$ cat src/hdl/u8d_pkg.sv
// shared types, constants and helper functions of the strict utf-8 decoder
// no dependencies; imported by every other file of the block
package u8d_pkg;

    localparam int OFFSET_BITS_DEF = 16;
    localparam int QUEUE_DEPTH     = 2;
    localparam int CP_BITS         = 21;
    localparam int LEN_BITS        = 3;

    // byte class as seen by the front end
    typedef enum logic [2:0] {
        CLS_ASCII,
        CLS_LEAD2,
        CLS_LEAD3,
        CLS_LEAD4,
        CLS_BAD
    } u8d_kind_t;

    // extra range check owed by the first continuation byte
    typedef enum logic [2:0] {
        CHK_NONE,
        CHK_E0,
        CHK_ED,
        CHK_F0,
        CHK_F4
    } u8d_chk_t;

    // classified byte as queued between front and back
    typedef struct packed {
        logic [7:0] data;
        logic       last;
        u8d_kind_t  kind;
        u8d_chk_t   chk;
        logic       cont;
        logic       lt_a0;
        logic       lt_90;
        logic       gt_8f;
    } u8d_class_t;

    // queue status seen by both sides
    typedef struct packed {
        logic full;
        logic empty;
    } u8d_qstat_t;

    function automatic logic in_space_set(input logic [CP_BITS-1:0] c);
        logic hit;
        hit = (c == 21'h00009) || (c == 21'h00020) || (c == 21'h000A0) ||
              (c == 21'h01680) || ((c >= 21'h02000) && (c <= 21'h0200A)) ||
              (c == 21'h0202F) || (c == 21'h0205F) || (c == 21'h03000);
        return hit;
    endfunction

    function automatic logic is_break(input logic [CP_BITS-1:0] c);
        return (c == 21'h0000A) || (c == 21'h0000D);
    endfunction

endpackage

$ cat src/hdl/u8d_front.sv
// front end: accepts text bytes, classifies them and tags each with its offset
// depends on u8d_pkg
module u8d_front #(
    parameter int OFFSET_BITS = u8d_pkg::OFFSET_BITS_DEF
) (
    input  logic                   aclk,
    input  logic                   aresetn,
    input  logic                   s_tvalid,
    output logic                   s_tready,
    input  logic [7:0]             s_tdata,   // data_byte
    input  logic                   s_tlast,   // end_of_text
    input  u8d_pkg::u8d_qstat_t    qstat,
    output logic                   push,
    output u8d_pkg::u8d_class_t    cls,
    output logic [OFFSET_BITS-1:0] offset
);
    import u8d_pkg::*;

    logic [OFFSET_BITS-1:0] pos_reg, pos_next;

    assign s_tready = !qstat.full;
    assign push     = s_tvalid && !qstat.full;
    assign offset   = pos_reg;

    always_comb begin
        cls       = '0;
        cls.data  = s_tdata;
        cls.last  = s_tlast;
        cls.cont  = (s_tdata[7:6] == 2'b10);
        cls.lt_a0 = (s_tdata < 8'hA0);
        cls.lt_90 = (s_tdata < 8'h90);
        cls.gt_8f = (s_tdata > 8'h8F);
        cls.chk   = CHK_NONE;
        unique case (s_tdata) inside
            [8'h00:8'h7F]: cls.kind = CLS_ASCII;
            [8'hC2:8'hDF]: cls.kind = CLS_LEAD2;
            [8'hE0:8'hEF]: cls.kind = CLS_LEAD3;
            [8'hF0:8'hF4]: cls.kind = CLS_LEAD4;
            default:       cls.kind = CLS_BAD;
        endcase
        unique case (s_tdata)
            8'hE0:   cls.chk = CHK_E0;
            8'hED:   cls.chk = CHK_ED;
            8'hF0:   cls.chk = CHK_F0;
            8'hF4:   cls.chk = CHK_F4;
            default: cls.chk = CHK_NONE;
        endcase
    end

    // saturating offset, back to zero after the final byte
    always_comb begin
        pos_next = pos_reg;
        if (push) begin
            if (s_tlast)
                pos_next = '0;
            else if (pos_reg != {OFFSET_BITS{1'b1}})
                pos_next = pos_reg + 1'b1;
        end
    end

    always_ff @(posedge aclk) begin
        if (!aresetn)
            pos_reg <= '0;
        else
            pos_reg <= pos_next;
    end

endmodule

$ cat src/hdl/u8d_fifo.sv
// small register queue between the classifier and the decoder
// depends on u8d_pkg
module u8d_fifo #(
    parameter int WIDTH = 8,
    parameter int DEPTH = u8d_pkg::QUEUE_DEPTH
) (
    input  logic                aclk,
    input  logic                aresetn,
    input  logic                push,
    input  logic [WIDTH-1:0]    din,
    input  logic                pop,
    output logic [WIDTH-1:0]    dout,
    output u8d_pkg::u8d_qstat_t qstat
);
    import u8d_pkg::*;

    localparam int IW = (DEPTH > 1) ? $clog2(DEPTH) : 1;
    localparam int CW = $clog2(DEPTH + 1);

    logic [WIDTH-1:0] mem_reg [DEPTH];
    logic [IW-1:0]    wr_reg, wr_next, rd_reg, rd_next;
    logic [CW-1:0]    cnt_reg, cnt_next;

    assign qstat.full  = (cnt_reg == CW'(DEPTH));
    assign qstat.empty = (cnt_reg == '0);
    assign dout        = mem_reg[rd_reg];

    always_comb begin
        wr_next  = wr_reg;
        rd_next  = rd_reg;
        cnt_next = cnt_reg;
        if (push)
            wr_next = (wr_reg == IW'(DEPTH - 1)) ? '0 : wr_reg + 1'b1;
        if (pop)
            rd_next = (rd_reg == IW'(DEPTH - 1)) ? '0 : rd_reg + 1'b1;
        if (push && !pop)
            cnt_next = cnt_reg + 1'b1;
        else if (pop && !push)
            cnt_next = cnt_reg - 1'b1;
    end

    always_ff @(posedge aclk) begin
        if (push)
            mem_reg[wr_reg] <= din;
    end

    always_ff @(posedge aclk) begin
        if (!aresetn) begin
            wr_reg  <= '0;
            rd_reg  <= '0;
            cnt_reg <= '0;
        end else begin
            wr_reg  <= wr_next;
            rd_reg  <= rd_next;
            cnt_reg <= cnt_next;
        end
    end

endmodule

$ cat src/hdl/u8d_back.sv
// back end: sequence decoder with strict checks and the result register
// depends on u8d_pkg
module u8d_back #(
    parameter int OFFSET_BITS = u8d_pkg::OFFSET_BITS_DEF,
    parameter int M_WIDTH     = 48
) (
    input  logic                   aclk,
    input  logic                   aresetn,
    input  u8d_pkg::u8d_qstat_t    qstat,
    input  u8d_pkg::u8d_class_t    cls,
    input  logic [OFFSET_BITS-1:0] offset,
    output logic                   pop,
    output logic                   m_tvalid,
    input  logic                   m_tready,
    output logic [M_WIDTH-1:0]     m_tdata,
    output logic                   m_tlast,
    output logic [0:0]             m_tuser
);
    import u8d_pkg::*;

    logic [1:0]             pend_reg, pend_next;
    logic [CP_BITS-1:0]     part_reg, part_next;
    logic [LEN_BITS-1:0]    size_reg, size_next;
    u8d_chk_t               chk_reg, chk_next;
    logic [OFFSET_BITS-1:0] start_reg, start_next;
    logic                   skip_reg, skip_next;

    logic                   vld_reg, vld_next;
    logic [CP_BITS-1:0]     cp_reg, cp_next;
    logic [LEN_BITS-1:0]    len_reg, len_next;
    logic [OFFSET_BITS-1:0] off_reg, off_next;
    logic                   sp_reg, sp_next, lb_reg, lb_next;
    logic                   bad_reg, bad_next, done_reg, done_next;

    logic                   ok, first, emit, bad;
    logic [CP_BITS-1:0]     acc;
    logic [OFFSET_BITS-1:0] cs;

    assign pop      = !qstat.empty && (!vld_reg || m_tready);
    assign m_tvalid = vld_reg;
    assign m_tlast  = done_reg;
    assign m_tuser  = bad_reg;
    assign m_tdata  = M_WIDTH'({lb_reg, sp_reg, off_reg, len_reg, cp_reg});

    always_comb begin
        pend_next  = pend_reg;
        part_next  = part_reg;
        size_next  = size_reg;
        chk_next   = chk_reg;
        start_next = start_reg;
        skip_next  = skip_reg;
        cp_next    = cp_reg;
        len_next   = len_reg;
        off_next   = off_reg;
        sp_next    = sp_reg;
        lb_next    = lb_reg;
        bad_next   = bad_reg;
        done_next  = done_reg;
        emit       = 1'b0;
        bad        = 1'b0;
        ok         = 1'b1;
        acc        = {part_reg[CP_BITS-7:0], cls.data[5:0]};
        first      = ({1'b0, pend_reg} + 3'd1) == size_reg;
        cs         = (pend_reg == 2'd0) ? offset : start_reg;
        vld_next   = m_tready ? 1'b0 : vld_reg;

        if (pop && skip_reg) begin
            if (cls.last)
                skip_next = 1'b0;
        end else if (pop) begin
            start_next = cs;
            cp_next    = '0;
            len_next   = '0;
            if (pend_reg == 2'd0) begin
                chk_next = cls.chk;
                unique case (cls.kind)
                    CLS_ASCII: begin
                        cp_next  = CP_BITS'(cls.data);
                        len_next = LEN_BITS'(1);
                        emit     = 1'b1;
                    end
                    CLS_LEAD2: begin
                        part_next = CP_BITS'(cls.data[4:0]);
                        size_next = LEN_BITS'(2);
                        pend_next = 2'd1;
                    end
                    CLS_LEAD3: begin
                        part_next = CP_BITS'(cls.data[3:0]);
                        size_next = LEN_BITS'(3);
                        pend_next = 2'd2;
                    end
                    CLS_LEAD4: begin
                        part_next = CP_BITS'(cls.data[2:0]);
                        size_next = LEN_BITS'(4);
                        pend_next = 2'd3;
                    end
                    default: bad = 1'b1;
                endcase
            end else begin
                ok = cls.cont;
                if (first) begin
                    unique case (chk_reg)
                        CHK_E0:  ok = ok && !cls.lt_a0;
                        CHK_ED:  ok = ok && cls.lt_a0;
                        CHK_F0:  ok = ok && !cls.lt_90;
                        CHK_F4:  ok = ok && !cls.gt_8f;
                        default: ok = ok;
                    endcase
                end
                if (!ok) begin
                    bad = 1'b1;
                end else begin
                    part_next = acc;
                    pend_next = pend_reg - 2'd1;
                    if (pend_reg == 2'd1) begin
                        cp_next  = acc;
                        len_next = size_reg;
                        emit     = 1'b1;
                    end
                end
            end

            // text ends inside a sequence
            if (!bad && !emit && cls.last)
                bad = 1'b1;

            if (bad || emit) begin
                vld_next  = 1'b1;
                off_next  = cs;
                bad_next  = bad;
                done_next = cls.last;
                pend_next = 2'd0;
                part_next = '0;
                size_next = '0;
                chk_next  = CHK_NONE;
                if (bad) begin
                    cp_next   = '0;
                    len_next  = '0;
                    skip_next = !cls.last;
                end
                sp_next = !bad && in_space_set(cp_next);
                lb_next = !bad && is_break(cp_next);
            end
        end
    end

    always_ff @(posedge aclk) begin
        if (!aresetn) begin
            pend_reg  <= '0;
            part_reg  <= '0;
            size_reg  <= '0;
            chk_reg   <= CHK_NONE;
            start_reg <= '0;
            skip_reg  <= 1'b0;
            vld_reg   <= 1'b0;
        end else begin
            pend_reg  <= pend_next;
            part_reg  <= part_next;
            size_reg  <= size_next;
            chk_reg   <= chk_next;
            start_reg <= start_next;
            skip_reg  <= skip_next;
            vld_reg   <= vld_next;
        end
    end

    always_ff @(posedge aclk) begin
        cp_reg   <= cp_next;
        len_reg  <= len_next;
        off_reg  <= off_next;
        sp_reg   <= sp_next;
        lb_reg   <= lb_next;
        bad_reg  <= bad_next;
        done_reg <= done_next;
    end

endmodule

$ cat src/hdl/utf8_strict_decoder.sv
// top level of the strict utf-8 decoder: classifier, queue and sequence decoder
// depends on u8d_pkg, u8d_front, u8d_fifo and u8d_back
//
//  channel  dir  tdata                                        tlast        tuser
//  s_       in   data_byte[7:0]                               end_of_text  -
//  m_       out  code_point, byte_count, start_offset,        text_done    bad_sequence
//                is_space, is_line_break (zero padded)
//
// one byte per cycle sustained while m_tready is high; a byte is loaded into the result
// register from the queue (classify into the queue, decode into the output register)
// every byte passes through the two-entry queue, which lets the classifier keep
// taking bytes while a result waits on m_tready
// reset (aresetn low, synchronous) empties the queue and output and zeroes the offset
// a stalled result holds the decoder; the front stops only when the queue is full
module utf8_strict_decoder #(
    parameter int OFFSET_BITS = u8d_pkg::OFFSET_BITS_DEF
) (
    input  logic                                        aclk,
    input  logic                                        aresetn,
    input  logic                                        s_tvalid,
    output logic                                        s_tready,
    input  logic [7:0]                                  s_tdata,  // [7:0] data_byte
    input  logic                                        s_tlast,  // end_of_text
    output logic                                        m_tvalid,
    input  logic                                        m_tready,
    // [20:0] code_point, [23:21] byte_count, [OFFSET_BITS+23:24] start_offset,
    // then is_space, is_line_break, zero fill
    output logic [((OFFSET_BITS+26+7)/8)*8-1:0]         m_tdata,
    output logic                                        m_tlast,  // text_done
    output logic [0:0]                                  m_tuser   // [0] bad_sequence
);
    import u8d_pkg::*;

    localparam int M_WIDTH = ((OFFSET_BITS + 26 + 7) / 8) * 8;
    localparam int Q_WIDTH = $bits(u8d_class_t) + OFFSET_BITS;

    u8d_qstat_t             qstat;
    logic                   push, pop;
    u8d_class_t             f_cls, b_cls;
    logic [OFFSET_BITS-1:0] f_off, b_off;
    logic [Q_WIDTH-1:0]     q_din, q_dout;

    // byte classes and running offset
    u8d_front #(.OFFSET_BITS(OFFSET_BITS)) u_front (
        .aclk     (aclk),
        .aresetn  (aresetn),
        .s_tvalid (s_tvalid),
        .s_tready (s_tready),
        .s_tdata  (s_tdata),
        .s_tlast  (s_tlast),
        .qstat    (qstat),
        .push     (push),
        .cls      (f_cls),
        .offset   (f_off)
    );

    assign q_din = {f_off, f_cls};

    // decoupling queue
    u8d_fifo #(.WIDTH(Q_WIDTH), .DEPTH(QUEUE_DEPTH)) u_fifo (
        .aclk    (aclk),
        .aresetn (aresetn),
        .push    (push),
        .din     (q_din),
        .pop     (pop),
        .dout    (q_dout),
        .qstat   (qstat)
    );

    assign b_cls = q_dout[$bits(u8d_class_t)-1:0];
    assign b_off = q_dout[Q_WIDTH-1:$bits(u8d_class_t)];

    // sequence decoding and result register
    u8d_back #(.OFFSET_BITS(OFFSET_BITS), .M_WIDTH(M_WIDTH)) u_back (
        .aclk     (aclk),
        .aresetn  (aresetn),
        .qstat    (qstat),
        .cls      (b_cls),
        .offset   (b_off),
        .pop      (pop),
        .m_tvalid (m_tvalid),
        .m_tready (m_tready),
        .m_tdata  (m_tdata),
        .m_tlast  (m_tlast),
        .m_tuser  (m_tuser)
    );

endmodule
$ cat config.mk
export PLATFORM = sky130hd
export DESIGN_NAME = utf8_strict_decoder
export DESIGN_NICKNAME = d
export VERILOG_FILES = /design/src/hdl/u8d_pkg.sv /design/src/hdl/u8d_front.sv /design/src/hdl/u8d_fifo.sv /design/src/hdl/u8d_back.sv /design/src/hdl/utf8_strict_decoder.sv
export SDC_FILE = /design/constraint.sdc
export NUM_CORES = 1
export LEC_CHECK = 0
export BUFFER_PORTS_ARGS = -buffer_cell sky130_fd_sc_hd__buf_2
export CAP_MARGIN = 20
export CORE_MARGIN = 2
export CORE_UTILIZATION = 59
export DETAILED_ROUTE_END_ITERATION = 6
export HOLD_SLACK_MARGIN = 0.03
export MAX_ROUTING_LAYER = met4
export PLACE_DENSITY = 0.83
export SYNTH_ARGS = -nofsm -noshare
export SYNTH_HDL_FRONTEND = slang
export SYNTH_SLANG_ARGS = --single-unit
$ cat constraint.sdc
create_clock -name aclk -period 3.9 [get_ports aclk]
set_input_delay 0.39 -clock aclk [delete_from_list [all_inputs] [get_ports aclk]]
set_output_delay 0.39 -clock aclk [all_outputs]
set_load 0.005 [all_outputs]
==> results of run 1 <==
cells in the mapped netlist (all sizes together) (3+ instances only):
cell type,n
nor2b,25
nand4,6
nand3,9
o21ai,12
nand2b,5
nor2,63
buf,20
xnor2,10
inv,12
nor3,14
and2,8
edfxtp,114
nand2,33
nor3b,3
or2,5
a21oi,25
or4,3
nor4,3
mux2,8
a22oi,3
a32oi,3
a21boi,5
a22o,10
and3,22
a32o,4
dfxtp,62
xor2,14
clkbuf,16
or3,3
ha,5
mux2i,45
logic make-up (layout without fill, tap and decap cells):
kind of cell / Yosys count / count (layout) / synth area share (%)
xor+xnor: 24 / 24 / 2.82
mux: 53 / 53 / 7.36
fa+ha+maj: 5 / 5 / 0.840
buf+inv: 48 / 110 / 3.19
compound gates: 85 / 85 / 8.40
other cells: 1 / 6 / 0.0503
simple gates: 211 / 211 / 14.7
flops: 176 / 176 / 62.6
critical path, cell delays in order (launching register included):
cell	delay, ns
dfxtp_2	0.80
buf_4	0.41
mux2i_1	0.13
nor2_1	0.18
and2_1	0.57
and2_1	0.41
a21o_1	0.20
o32ai_1	0.09
a221o_1	0.28
through the flow:
step                cells  power, mW  instance area (um2)
floorplan             608       3.91                 7470
finish                842       6.06                 8400
global route          842       6.34                 8400
detailed placement    810       4.49                 7850
CTS                   842       6.07                 8400
global placement      810       4.41                 7850
layer usage:
layer	track usage, %	up-vias
li1	-	2300
met3	5.29	33
met2	38.1	215
met1	30.7	2358
met5	-	-
met4	10.4	0
path summary, 6_finish.rpt:
kind	to	slack (ns)	cells past startpoint
max	u_back.sp_reg	0.57	8
min	u_fifo.mem_reg[1][10]	0.20	1
max reg2reg	u_back.sp_reg	0.57	8
min reg2reg	u_back.part_reg[12]	0.46	2
layout make-up:
type                            count  area, um2  area share (%)
Multi-Input combinational cell    384       2570            30.6
Clock buffer                       21        472            5.62
Sequential cell                   176       4670            55.6
Tap cell                          172        215            2.56
Clock inverter                     11       78.8           0.939
Inverter                           12       45.0           0.536
Timing Repair Buffer               66        350            4.17
power groups by stage:
stage | clock, mW | combinational (mW) | sequential, mW
after floorplan | 0 | 1.09 | 2.82
after global placement | 0 | 1.57 | 2.84
after detailed placement | 0 | 1.63 | 2.86
after CTS | 1.59 | 1.65 | 2.83
after global routing | 1.66 | 1.81 | 2.88
final | 1.57 | 1.65 | 2.83
==> out/qor.yml, run 1 <==
routing:
  initialDrtViolationCount: 619
  via_count: 4906
  drc: 0
  met3WireLength_um: 868
  avgRoutedWirePerCell_um: 18.1
  ant_nets: 0
  top_layer: "met4"
  met2_length_um: 7470
  dr.pass1.iters: 5
  avgViaCountPerCell: 5.83
  wl_met1_um: 6480
  wl_um: 15200
finish:
  final_common_cell: "edfxtp_1"
  antenna_cells: 0
  syn2layout_area_growth_pct: 12.7
  final_core_util_pct: 67.4
  final_cell_mix: "114 x edfxtp_1, 61 x nor2_1, 61 x dfxtp_1"
  drive_above_1_share_pct: 17.5
  largest_reg_flops: 70
  nFillCells: 890
  layout.nets: 675
yosys:
  syn-cell-area_um2: 7450
  synth-async-reset-ratio_pct: 0
  synth.avg_cell_area_um2: 12.4
  synth_top_area_share_pct: 46.0
  ys_types: 69
  synth-edff-count: 114
  synth_area_leaders: "edfxtp_1 46%, dfxtp_1 17%, mux2i_1 5.9%"
  yosysSeqAreaShare_pct: 62.6
  netlist_instances: 603
  synth_top_flop_cell: "edfxtp_1"
  synth_area_leader_cell: "edfxtp_1"
  yosysWarnings: 0
  synth.ff_latch_count: 176
critical_path:
  critPathMaxFanout: 24
  crit_type: "register to register"
  cp.arrival_ns: 3.51
  cp.required_ns: 4.07
  cp-start-kind: "register"
  end_kind: "register"
clock_network:
  ctsResizeCount: 0
  htree_levels: 4
  insertion_delay_ns: 0.43
  cts.clk_slew.worst_paths_ns: 0.06
  cts.path.max_buffers: 2
  clkSinkCount: 176
  cts_inserted_buffers: 17
  holdBufCountCts: 0
  cts_root_buffer: "clkbuf_16"
  postCtsSetupRepairBufs: 0
  tritoncts: "done"
sta:
  rsz0062_at_grt: "false"
  setup_tns_ns: 0
  relSlewSlack_pct: 46.2
  fin_crit_ns: 3.33
  fin_hold_ws_ns: 0.196
  setup_viol_count_final: 0
  max_freq_mhz: 300
  min_period_over_period_pct: 85.5
  finalHoldViolCount: 0
  worstMarginPinSlew_ns: 0.807
  skew_ns: 0.00943
  setup_ws_ns: 0.567
  maxSlewViolCount: 0
pwr:
  comb_power_share_pct: 27.3
  p_int_mw: 4.12
  switchingPower_mw: 1.94
  power_density_nw_per_um2: 721
  p_leak_nw: 3.23
  seq_power_share_pct: 46.7
  clkPwrFrac_pct: 26.0
  p_sw_share_pct: 32.0
  vdd_drop_max_mv: 0.327
place:
  dp_worst_setup_slack_ns: 0.692
  gp_congestion: 0.880
  dp_hpwl_um: 9960
  io_buffers: 58
floorplan:
  initial_core_util_pct: 59.8
  dieHeight_um: 116
  num_rows: 41
  die_area_um2: 13500
  ioPinCount: 65
  die_w_um: 116
  core_um2: 12500
run:
  cap_violations: 0
global_route:
  antenna_found_initial: 0
  grt_overflow_total: 0
  grt_usage_pct: 24.3
  grt_max_degree: 47
  grt_pass1_wl_um: 23800
  grt_pass1_vias: 4614
status:
  status: "complete, no violations"
hold_path:
  min-delay-start: "s_tlast"
  hp-class: "primary input to register"
No activity file was read; power rests on OpenSTA's default activity.
==> run 2: changes to the inputs <==
--- a/config.mk
+++ b/config.mk
@@ -8,11 +8,11 @@
 export BUFFER_PORTS_ARGS = -buffer_cell sky130_fd_sc_hd__buf_2
 export CAP_MARGIN = 20
 export CORE_MARGIN = 2
-export CORE_UTILIZATION = 59
+export CORE_UTILIZATION = 45
 export DETAILED_ROUTE_END_ITERATION = 6
 export HOLD_SLACK_MARGIN = 0.03
 export MAX_ROUTING_LAYER = met4
-export PLACE_DENSITY = 0.83
+export PLACE_DENSITY = 0.67
 export SYNTH_ARGS = -nofsm -noshare
 export SYNTH_HDL_FRONTEND = slang
 export SYNTH_SLANG_ARGS = --single-unit
==> run 2 against run 1 <==
  * Setup slack better by 0.31 ns
  * Maximum frequency is 10% higher
  * Hold slack improved by 0.019 ns
  * First-iteration DRC count fell by 35%
  * Sequential share of layout area is 0.65 points lower
  * Critical path depth is 1 higher
  * Power is 0.98% higher
  * Clock power rose by 5%
  * Non-clock buffer count stayed put
  * Final area rose by 1.2%
  * Clock skew rose by 0.0023 ns
  * Critical path type unchanged
==> out/qor.yml, run 2 (synthesis gave the netlist of run 1 again) <==
pwr:
  comb_power_share_pct: 27.3
  p_total_mw: 6.12
  vdd_drop_max_mv: 0.400
  p_leak_nw: 3.25
  p_int_mw: 4.10
  p_sw_share_pct: 32.9
  power_density_nw_per_um2: 720
  switchingPower_mw: 2.01
  clkPwrFrac_pct: 27.0
  seq_power_share_pct: 45.7
routing:
  drc: 0
  avgRoutedWirePerCell_um: 16.9
  dr.pass1.iters: 5
  met3WireLength_um: 601
  top_layer: "met4"
  via_count: 4766
  avgViaCountPerCell: 5.36
  met2_length_um: 7020
  wl_um: 15000
  ant_nets: 0
  wl_met1_um: 7230
  initialDrtViolationCount: 401
sta:
  maxSlewViolCount: 0
  setup_viol_count_final: 0
  setup_tns_ns: 0
  min_period_over_period_pct: 77.4
  max_freq_mhz: 331
  fin_hold_ws_ns: 0.215
  fin_crit_ns: 3.02
  skew_ns: 0.0117
  relSlewSlack_pct: 54.1
  rsz0062_at_grt: "false"
  finalHoldViolCount: 0
  worstMarginPinSlew_ns: 0.669
hold_path:
  hp-class: "primary input to register"
clock_network:
  cts_inserted_buffers: 17
  tritoncts: "done"
  postCtsSetupRepairBufs: 0
  cts_root_buffer: "clkbuf_16"
  clkSinkCount: 176
  htree_levels: 4
  holdBufCountCts: 0
  cts.path.max_buffers: 2
  cts.clk_slew.worst_paths_ns: 0.07
  ctsResizeCount: 0
  insertion_delay_ns: 0.43
finish:
  layout.nets: 675
  syn2layout_area_growth_pct: 14.1
  final_common_cell: "edfxtp_1"
  final_cells: 890
  drive_above_1_share_pct: 17.9
  finalInstanceArea_um2: 8500
  antenna_cells: 0
  nFillCells: 1391
  final_cell_mix: "114 x edfxtp_1, 61 x nor2_1, 61 x dfxtp_1"
  largest_reg_flops: 70
critical_path:
  r2r_start: "u_back.pend_reg[0]"
  end_kind: "register"
  worstRegToRegCells: 9
  cp.arrival_ns: 3.13
  startpoint: "u_back.pend_reg[0]"
  r2r_end: "u_back.off_reg[14]"
  cp.required_ns: 4.01
  cp-start-kind: "register"
  critPathMaxFanout: 21
  crit_type: "register to register"
  crit_end: "u_back.off_reg[14]"
  r2r_slack_ns: 0.88
place:
  dp_hpwl_um: 10500
  io_buffers: 58
  place_area_um2: 7910
  gp_congestion: 0.904
  place_inst: 858
status:
  status: "complete, no violations"
floorplan:
  die_w_um: 133
  dieHeight_um: 133
  num_rows: 47
  initial_core_util_pct: 45.4
  die_area_um2: 17600
  core_um2: 16400
  ioPinCount: 65
global_route:
  grt_max_degree: 42
  grt_overflow_total: 0
  grt_usage_pct: 18.1
  grt_pass1_vias: 4547
  antenna_found_initial: 0
  grt_pass1_wl_um: 24100
run:
  cap_violations: 0
-- run 2: changes by cell type in the layout (fill, tap and decap cells not counted), moves of 2 or more --
cell,delta
clkinv_2,-2
clkbuf_1,-2
clkinv_8,+3
inv_8,+5
-- run 2: how the worst min path moves through the flow --
stage | cells past startpoint | slack (ns) | start | endpoint
3_5_place_dp | 2 | 0.48 | u_back.pend_reg[1] | u_back.pend_reg[1]
6_report | 1 | 0.22 | s_tdata[0] | u_fifo.mem_reg[1][11]
2_1_floorplan | 2 | 0.44 | u_back.part_reg[14] | u_back.part_reg[14]
5_1_grt | 1 | 0.20 | s_tdata[5] | u_fifo.mem_reg[0][16]
3_3_place_gp | 2 | 0.47 | u_back.pend_reg[1] | u_back.pend_reg[1]
4_1_cts | 1 | 0.19 | s_tdata[0] | u_fifo.mem_reg[1][11]
-- run 2: power by group through the flow --
stage	combinational, mW	sequential [mW]	clock [mW]
global route	1.83	2.85	1.77
detailed placement	1.67	2.84	0
CTS	1.68	2.80	1.68
floorplan	1.09	2.82	0
global placement	1.64	2.82	0
finish	1.67	2.80	1.65
-- run 2: critical path: stages, from the launching register on --
cell	delay, ns
dfxtp_1	0.45
inv_1	0.09
ha_1	0.31
xor2_1	0.14
nor3_1	0.18
nand4_2	0.47
nand3b_1	0.32
a211oi_2	0.18
nor2_2	0.24
buf_4	0.31
-- run 2: per-stage QoR --
stage / setup slack (ns) / utilization, %
3_3_place_gp: 0.831 / 48.2
3_5_place_dp: 0.914 / 48.2
6_report: 0.880 / 51.8
5_1_grt: 0.681 / 51.8
2_1_floorplan: 1.02 / -
4_1_cts: 0.884 / 51.8
-- run 2: final cells by class --
cell class | count | area [um2] | area share, %
multi-input combinational | 384 | 2570 | 30.3
timing repair buffer | 66 | 350 | 4.12
clock buffer | 17 | 425 | 5.01
sequential | 176 | 4670 | 54.9
clock inverter | 15 | 165 | 1.94
tap | 220 | 275 | 3.24
inverter | 12 | 45.0 | 0.530
-- run 2: routing by layer --
metal	vias up	track usage, %
met5	-	-
met4	0	6.51
met3	14	3.64
met2	118	26.8
met1	2330	24.9
li1	2304	-
